## config.mk

```make
export PLATFORM = sky130hd
export DESIGN_NAME = duplicate_packet_cache
export DESIGN_NICKNAME = d
export VERILOG_FILES = /design/src/hdl/dpc_pkg.sv /design/src/hdl/duplicate_packet_cache.sv
export VERILOG_INCLUDE_DIRS = /design/src /design/src/hdl
export SDC_FILE = /design/constraint.sdc
export NUM_CORES = 2
export LEC_CHECK = 0
export BUFFER_PORTS_ARGS = -buffer_cell sky130_fd_sc_hd__buf_2
export CORE_MARGIN = 1
export CORE_UTILIZATION = 50
export DETAILED_ROUTE_END_ITERATION = 10
export HOLD_SLACK_MARGIN = 0.02
export PLACE_DENSITY = 0.65
export SLEW_MARGIN = 15
export SYNTH_ARGS = -nofsm -noshare
export SYNTH_HDL_FRONTEND = slang
export SYNTH_SLANG_ARGS = --single-unit
export TNS_END_PERCENT = 10
```

## constraint.sdc

```tcl
create_clock -name i_clk -period 5.34 [get_ports i_clk]
set_clock_uncertainty 0.15 [all_clocks]
set_input_delay 0 -clock i_clk [delete_from_list [all_inputs] [get_ports i_clk]]
set_output_delay 0 -clock i_clk [all_outputs]
set_load 0.05 [all_outputs]
```

## src/hdl/duplicate_packet_cache_defines.svh

```systemverilog
// Assertion macros shared by the duplicate packet cache RTL.
`ifndef DUPLICATE_PACKET_CACHE_DEFINES_SVH
`define DUPLICATE_PACKET_CACHE_DEFINES_SVH

`ifndef ASSERT_OFF
// Checks that a condition holds at every clock edge outside reset.
`define DPC_ASSERT_ALWAYS(label, clk, rst_n, cond) \
    label: assert property (@(posedge clk) disable iff (!rst_n) (cond)) \
        else $error("assertion failed: condition does not hold");
// Checks that a trigger is followed by a consequence in the next cycle.
`define DPC_ASSERT_NEXT(label, clk, rst_n, trig, cons) \
    label: assert property (@(posedge clk) disable iff (!rst_n) (trig) |=> (cons)) \
        else $error("assertion failed: consequence missing after trigger");
`else
`define DPC_ASSERT_ALWAYS(label, clk, rst_n, cond)
`define DPC_ASSERT_NEXT(label, clk, rst_n, trig, cons)
`endif

`endif

```

## src/hdl/dpc_pkg.sv

```systemverilog
// Package with the types and fixed constants of the duplicate packet cache.
package dpc_pkg;

    // Field widths of one input item.
    localparam int SENDER_W = 16;
    localparam int SERIAL_W = 32;
    localparam int ENTRY_W  = SENDER_W + SERIAL_W;

    // Capacity register width and reset value.
    localparam int             CAP_W     = 6;
    localparam logic [CAP_W-1:0] CAP_RESET = 6'd32;

    // Sequencer states.
    typedef enum logic [2:0] {
        S_IDLE,
        S_SCAN,
        S_WRITE,
        S_FINISH
    } t_state;

endpackage

```

## src/hdl/duplicate_packet_cache.sv

```systemverilog
// Top level of the duplicate packet cache: sequencer, entry memory and output register.
// Each item (sender_id, serial_number) is compared against the valid cache entries,
// which are read one per cycle from a single synchronous memory (registered read port).
// An item passes through acceptance, one read per valid entry with the compare of the last
// read following it, a write on a miss and the load of the output register, which waits
// while the output is stalled; a hit ends the scan early and skips the write. One item is
// in work at a time; the output register lets the next item be accepted while a result
// still waits. A miss stores the pair in the next free slot, or, once capacity entries are
// held, over the oldest entry. Writing the capacity register (0 acts as 1, values above
// DEPTH act as DEPTH) empties the cache at once; no clearing pass is needed after reset.
`include "duplicate_packet_cache_defines.svh"

module duplicate_packet_cache #(
    parameter int DEPTH = 32
) (
    input  logic                           i_clk,
    input  logic                           i_rst_n,
    // Configuration write port
    input  logic                           i_cfg_we,
    input  logic [dpc_pkg::CAP_W-1:0]      i_cfg_wdata,
    // Input channel
    input  logic                           i_in_valid,
    output logic                           o_in_stall,
    input  logic [dpc_pkg::SENDER_W-1:0]   i_sender_id,
    input  logic [dpc_pkg::SERIAL_W-1:0]   i_serial_number,
    // Output channel
    output logic                           o_out_valid,
    input  logic                           i_out_stall,
    output logic                           o_duplicate
);

    localparam int AW = (DEPTH > 1) ? $clog2(DEPTH) : 1;
    localparam int CW = $clog2(DEPTH + 1);

    dpc_pkg::t_state r_state, n_state;

    logic [dpc_pkg::CAP_W-1:0]    r_cap;
    logic [CW-1:0]                r_count;
    logic [AW-1:0]                r_oldest;
    logic [CW-1:0]                r_idx;
    logic                         r_cmp_valid;
    logic                         r_dup;
    logic                         r_out_valid;
    logic                         r_out_dup;
    logic [dpc_pkg::SENDER_W-1:0] r_sid;
    logic [dpc_pkg::SERIAL_W-1:0] r_sn;

    logic [dpc_pkg::ENTRY_W-1:0]  r_mem [DEPTH];
    logic [dpc_pkg::ENTRY_W-1:0]  r_rd_data;

    logic [31:0]   w_cap32;
    logic [31:0]   w_eff32;
    logic [CW-1:0] w_eff;
    logic          w_accept;
    logic          w_more;
    logic          w_match;
    logic          w_has_room;
    logic [AW-1:0] w_slot;
    logic [AW-1:0] w_oldest_next;
    logic          w_rd_en;
    logic          w_mem_we;
    logic          w_out_free;

    // Effective capacity: the register value clamped to 1 .. DEPTH.
    always_comb begin
        w_cap32 = 32'(r_cap);
        if (w_cap32 == 32'd0) begin
            w_eff32 = 32'd1;
        end else if (w_cap32 > 32'(DEPTH)) begin
            w_eff32 = 32'(DEPTH);
        end else begin
            w_eff32 = w_cap32;
        end
        w_eff = CW'(w_eff32);
    end

    // Scan status and replacement slot selection.
    assign w_accept   = i_in_valid && !o_in_stall;
    assign w_more     = (r_idx < r_count);
    assign w_match    = r_cmp_valid && (r_rd_data == {r_sid, r_sn});
    assign w_has_room = (r_count < w_eff);
    assign w_slot     = w_has_room ? r_count[AW-1:0] : r_oldest;
    assign w_out_free = !r_out_valid || !i_out_stall;

    always_comb begin
        if ((32'(r_oldest) + 32'd1) >= w_eff32) begin
            w_oldest_next = '0;
        end else begin
            w_oldest_next = r_oldest + AW'(1);
        end
    end

    // Next-state logic.
    always_comb begin
        n_state = r_state;
        case (r_state)
            dpc_pkg::S_IDLE: begin
                if (w_accept) begin
                    n_state = dpc_pkg::S_SCAN;
                end
            end
            dpc_pkg::S_SCAN: begin
                if (w_match) begin
                    n_state = dpc_pkg::S_FINISH;
                end else if (!w_more) begin
                    n_state = dpc_pkg::S_WRITE;
                end
            end
            dpc_pkg::S_WRITE: begin
                n_state = dpc_pkg::S_FINISH;
            end
            dpc_pkg::S_FINISH: begin
                if (w_out_free) begin
                    n_state = dpc_pkg::S_IDLE;
                end
            end
            default: begin
                n_state = dpc_pkg::S_IDLE;
            end
        endcase
    end

    // State-decoded outputs and memory controls.
    always_comb begin
        o_in_stall = 1'b1;
        w_rd_en    = 1'b0;
        w_mem_we   = 1'b0;
        case (r_state)
            dpc_pkg::S_IDLE: begin
                o_in_stall = 1'b0;
            end
            dpc_pkg::S_SCAN: begin
                w_rd_en = w_more;
            end
            dpc_pkg::S_WRITE: begin
                w_mem_we = 1'b1;
            end
            default: begin
                o_in_stall = 1'b1;
            end
        endcase
    end

    // Control registers.
    always_ff @(posedge i_clk) begin
        if (!i_rst_n) begin
            r_state     <= dpc_pkg::S_IDLE;
            r_cap       <= dpc_pkg::CAP_RESET;
            r_count     <= '0;
            r_oldest    <= '0;
            r_idx       <= '0;
            r_cmp_valid <= 1'b0;
            r_dup       <= 1'b0;
            r_out_valid <= 1'b0;
        end else begin
            r_state <= n_state;

            // Scan pointer: one read issued per cycle, compare follows in the next cycle.
            if (w_accept) begin
                r_idx       <= '0;
                r_cmp_valid <= 1'b0;
            end else if (r_state == dpc_pkg::S_SCAN) begin
                r_cmp_valid <= w_more;
                if (w_more) begin
                    r_idx <= r_idx + CW'(1);
                end
            end

            // Verdict for the item in work.
            if (r_state == dpc_pkg::S_SCAN && w_match) begin
                r_dup <= 1'b1;
            end else if (r_state == dpc_pkg::S_WRITE) begin
                r_dup <= 1'b0;
            end

            // Fill count and FIFO replacement pointer.
            if (i_cfg_we) begin
                r_cap    <= i_cfg_wdata;
                r_count  <= '0;
                r_oldest <= '0;
            end else if (w_mem_we) begin
                if (w_has_room) begin
                    r_count <= r_count + CW'(1);
                end else begin
                    r_oldest <= w_oldest_next;
                end
            end

            // Output register handshake.
            if (r_state == dpc_pkg::S_FINISH && w_out_free) begin
                r_out_valid <= 1'b1;
            end else if (!i_out_stall) begin
                r_out_valid <= 1'b0;
            end
        end
    end

    // Payload registers: the item in work and the result on the output.
    always_ff @(posedge i_clk) begin
        if (w_accept) begin
            r_sid <= i_sender_id;
            r_sn  <= i_serial_number;
        end
        if (r_state == dpc_pkg::S_FINISH && w_out_free) begin
            r_out_dup <= r_dup;
        end
    end

    // Entry memory: one write port, one registered read port.
    always_ff @(posedge i_clk) begin
        if (w_mem_we) begin
            r_mem[w_slot] <= {r_sid, r_sn};
        end
        if (w_rd_en) begin
            r_rd_data <= r_mem[r_idx[AW-1:0]];
        end
    end

    assign o_out_valid = r_out_valid;
    assign o_duplicate = r_out_dup;

    // The fill count never exceeds the effective capacity.
    `DPC_ASSERT_ALWAYS(a_count_in_range, i_clk, i_rst_n, r_count <= w_eff)
    // The replacement pointer always lies below the effective capacity.
    `DPC_ASSERT_ALWAYS(a_oldest_in_range, i_clk, i_rst_n, 32'(r_oldest) < w_eff32)
    // An accepted item always starts a scan.
    `DPC_ASSERT_NEXT(a_accept_scan, i_clk, i_rst_n, w_accept, r_state == dpc_pkg::S_SCAN)
    // After a store the cache holds at least one entry.
    `DPC_ASSERT_NEXT(a_write_fills, i_clk, i_rst_n, w_mem_we && !i_cfg_we, r_count != '0)

endmodule
```

==> impl_metrics.toml <==
[status]
status = "finished clean"

[hold_path]
hold_class = "in -> reg"

[route]
ant_nets = 0
dr.pass1.iters = 5
vias = 29428
drt-total-wl_um = 151000
drc = 0
wl_per_cell_um = 32.0
drt-vias-per-instance = 6.22
drt_iter0_markers = 3302

[placement]
place_hpwl_um = 85900
gp_congestion = 0.843
io_buffers = 61
post-place-ws_ns = 0.939

[cells_and_area]
finalNetCount = 3030
multi_input_area_um2 = 13500
register_area_um2 = 49600
n_fill_cell = 8764
drive_gt1_share_pct = 31.7
syn2layout_area_growth_pct = 15.5

[synthesis]
yosysWarnings = 0
syn-num-nets = 2681
syn_area_um2 = 63400
synth_top_cell_by_area = "edfxtp_1"
ys_seq_area_share_pct = 78.2
yosys_register_bits = 1661
yosys.cell_types.count = 50
syn_inst = 2599
synth.avg_cell_area_um2 = 24.4
synth_top_area_share_pct = 77.3
synth.area.top_cells = "edfxtp_1 77%, mux4_2 17%, dfxtp_1 0.88%"

[floorplan]
die_w_um = 358
die_area_um2 = 128000
io_pins = 62
initial_utilization_pct = 50.4
core-area_um2 = 126000
num_rows = 130
die_h_um = 358

[power_and_ir_drop]
leakage_nw = 22.2
power_density_nw_per_um2 = 388
ir_drop_mv = 0.285

[clock_tree]
root_buffer = "clkbuf_16"
cts_buffers = 167
numClockSinks = 1661
clockBufferDepth = 3
h-tree-depth = 4
postCtsSetupBuffers = 0
clk_pin_slew_ns = 0.06
worst_skew_pair.late_latency_ns = 0.78
cts_tree = "yes"

[global_route]
globalRouteOverflowTotal = 0
antenna_found_initial = 1
grt_pass1_vias = 29553
grt_max_degree = 112
grt_pass1_wl_um = 218000
grt_use_total_pct = 24.2

[setup_path]
crit_path_start_kind = "flop"
r2r_setup_slack_ns = 0.84
arrival_ns = 4.78
path_max_fanout = 23
endpoint_kind = "flop"
path_class = "reg -> reg"
crit_required_ns = 5.62

[timing]
worstMarginPinSlew_ns = 1.10
final.period_utilization_pct = 84.3
max_freq_ghz = 0.222
max_slew_margin_pct = 26.4
finalSetupTns_ns = 0
finalMaxSlewViolations = 0
hold_viol_final = 0
setup_slack_ns = 0.838
fin_crit_ns = 4.50
setup_viol = 0
rsz0062_at_grt = "no"

[job]
maxCapViolCount = 0
-- synthesized netlist by cell type, drive strengths merged --
cell and number:
or2b 1, a21boi 3, clkinv 1, nor3 3, a21bo 1, nand4 9
nand2 20, nor4 8, buf 50, nand2b 8, inv 16, a21oi 8
xor2 34, a22oi 1, mux4 480, a221oi 1, nor2 71, nand3 9
and2 2, o211ai 2, edfxtp 1633, and3 4, dfxtp 28, a311oi 1
xnor2 22, a21o 5, clkbuf 70, mux2i 9, o21ai 10, o221ai 1
a32oi 4, or4 2, a2111oi 1, a222oi 1, o2111ai 1, nor2b 3
ha 23, mux2 49, nor3b 4
-- cells by family after synthesis --
kind of cell             count (synthesis)  synth area share, %
AO/OA/AOI/OAI                           40                0.474
XOR/XNOR                                56                0.773
adder cells (fa/ha/maj)                 23                0.454
buffers and inverters                  137                0.912
flip-flops                            1661                 78.2
multiplexers                           538                 18.1
AND/OR/NAND/NOR                        144                 1.11
-- state kept, by name (all words and copies together) (netlist names) --
| signal | flops |
|---|---|
| o_duplicate | 1 |
| o_out_valid | 1 |
| r_cap | 6 |
| r_cmp_valid | 1 |
| r_count | 6 |
| r_dup | 1 |
| r_idx | 6 |
| r_mem | 1536 |
| r_oldest | 5 |
| r_rd_data | 48 |
| r_sid | 16 |
| r_sn | 32 |
| r_state | 2 |
-- metal layers --
metal | track usage, % | part of all wire (%) | vias to the layer above
met4 | 5.60 | 1.8 | 0
met3 | 4.24 | 8.2 | 162
met1 | 36.4 | 42 | 16046
li1 | - | - | 11865
met2 | 37.5 | 48 | 1355
met5 | 0 | 0 | -
-- timing repair --
item / CTS / global route
resized for setup: 0 / 0
endpoints found under the hold margin: 125 / 0
hold buffers: 127 / 0
-- layout make-up --
| class | instances | area share (%) |
|---|---|---|
| Clock buffer | 209 | 6.04 |
| Sequential cell | 1661 | 67.7 |
| Clock inverter | 90 | 0.888 |
| Tap cell | 1650 | 2.82 |
| Inverter | 17 | 0.0871 |
| Antenna cell | 2 | 0.00683 |
| Timing Repair Buffer | 300 | 4.02 |
| Multi-Input combinational cell | 801 | 18.4 |
-- layout by cell type (no fill, tap or decap), types with 5 or more instances in the layout --
cell type | synthesis | routed
a21oi_1 | 8 | 8
buf_2 | 42 | 61
clkbuf_1 | 70 | 38
nand4_1 | 7 | 7
buf_12 | 0 | 42
edfxtp_1 | 1633 | 1633
inv_6 | 0 | 8
a21o_1 | 5 | 5
mux2i_1 | 9 | 9
mux4_2 | 480 | 480
ha_1 | 23 | 23
clkinv_2 | 0 | 23
dlygate4sd3_1 | 0 | 127
nor2_4 | 0 | 33
buf_4 | 1 | 70
nand2b_1 | 8 | 8
nand2_1 | 20 | 20
clkinvlp_4 | 0 | 8
bufinv_16 | 0 | 6
nor4_1 | 7 | 7
clkinv_1 | 1 | 40
o21ai_0 | 5 | 5
inv_1 | 15 | 15
xnor2_1 | 22 | 22
nor2_1 | 70 | 37
xor2_1 | 34 | 34
dfxtp_1 | 28 | 23
mux2_2 | 49 | 49
nand3_1 | 8 | 8
clkbuf_16 | 0 | 171
dfxtp_4 | 0 | 5
-- power by group --
group          internal [mW]  switching [mW]
clock                   6.16            4.79
combinational          0.563            1.52
sequential              15.3           0.135
-- worst max-delay path, stage by stage (launching register included) --
cell	delay [ns]
dfxtp_1	0.32
inv_2	0.12
nand2_1	0.11
ha_1	0.30
a21o_1	0.18
a21o_1	0.19
a221oi_2	0.83
mux2i_1	0.57
nand2_1	0.42
nor2_4	0.49
buf_4	0.44
-- worst paths after layout --
check | start | endpoint | cells after the start
max | r_cap[5] | r_mem[12][16] | 10
min reg2reg | r_dup | o_duplicate | 0
min | i_rst_n | r_idx[5] | 4
max reg2reg | r_cap[5] | r_mem[12][16] | 10
-- metrics by stage --
step	power, mW	area [um^2]	instances	utilization, %	hold WS (ns)
after floorplan	16.6	63400	2599	-	-0.0514
after global placement	17.6	66900	4302	53.2	0.0261
after detailed placement	17.7	66900	4302	53.2	0.0281
final	28.4	73300	4730	58.3	0.115
after CTS	28.6	73300	4728	58.3	0.0438
after global routing	29.2	73300	4728	58.3	0.131
Power figures use the tool's default switching activity.
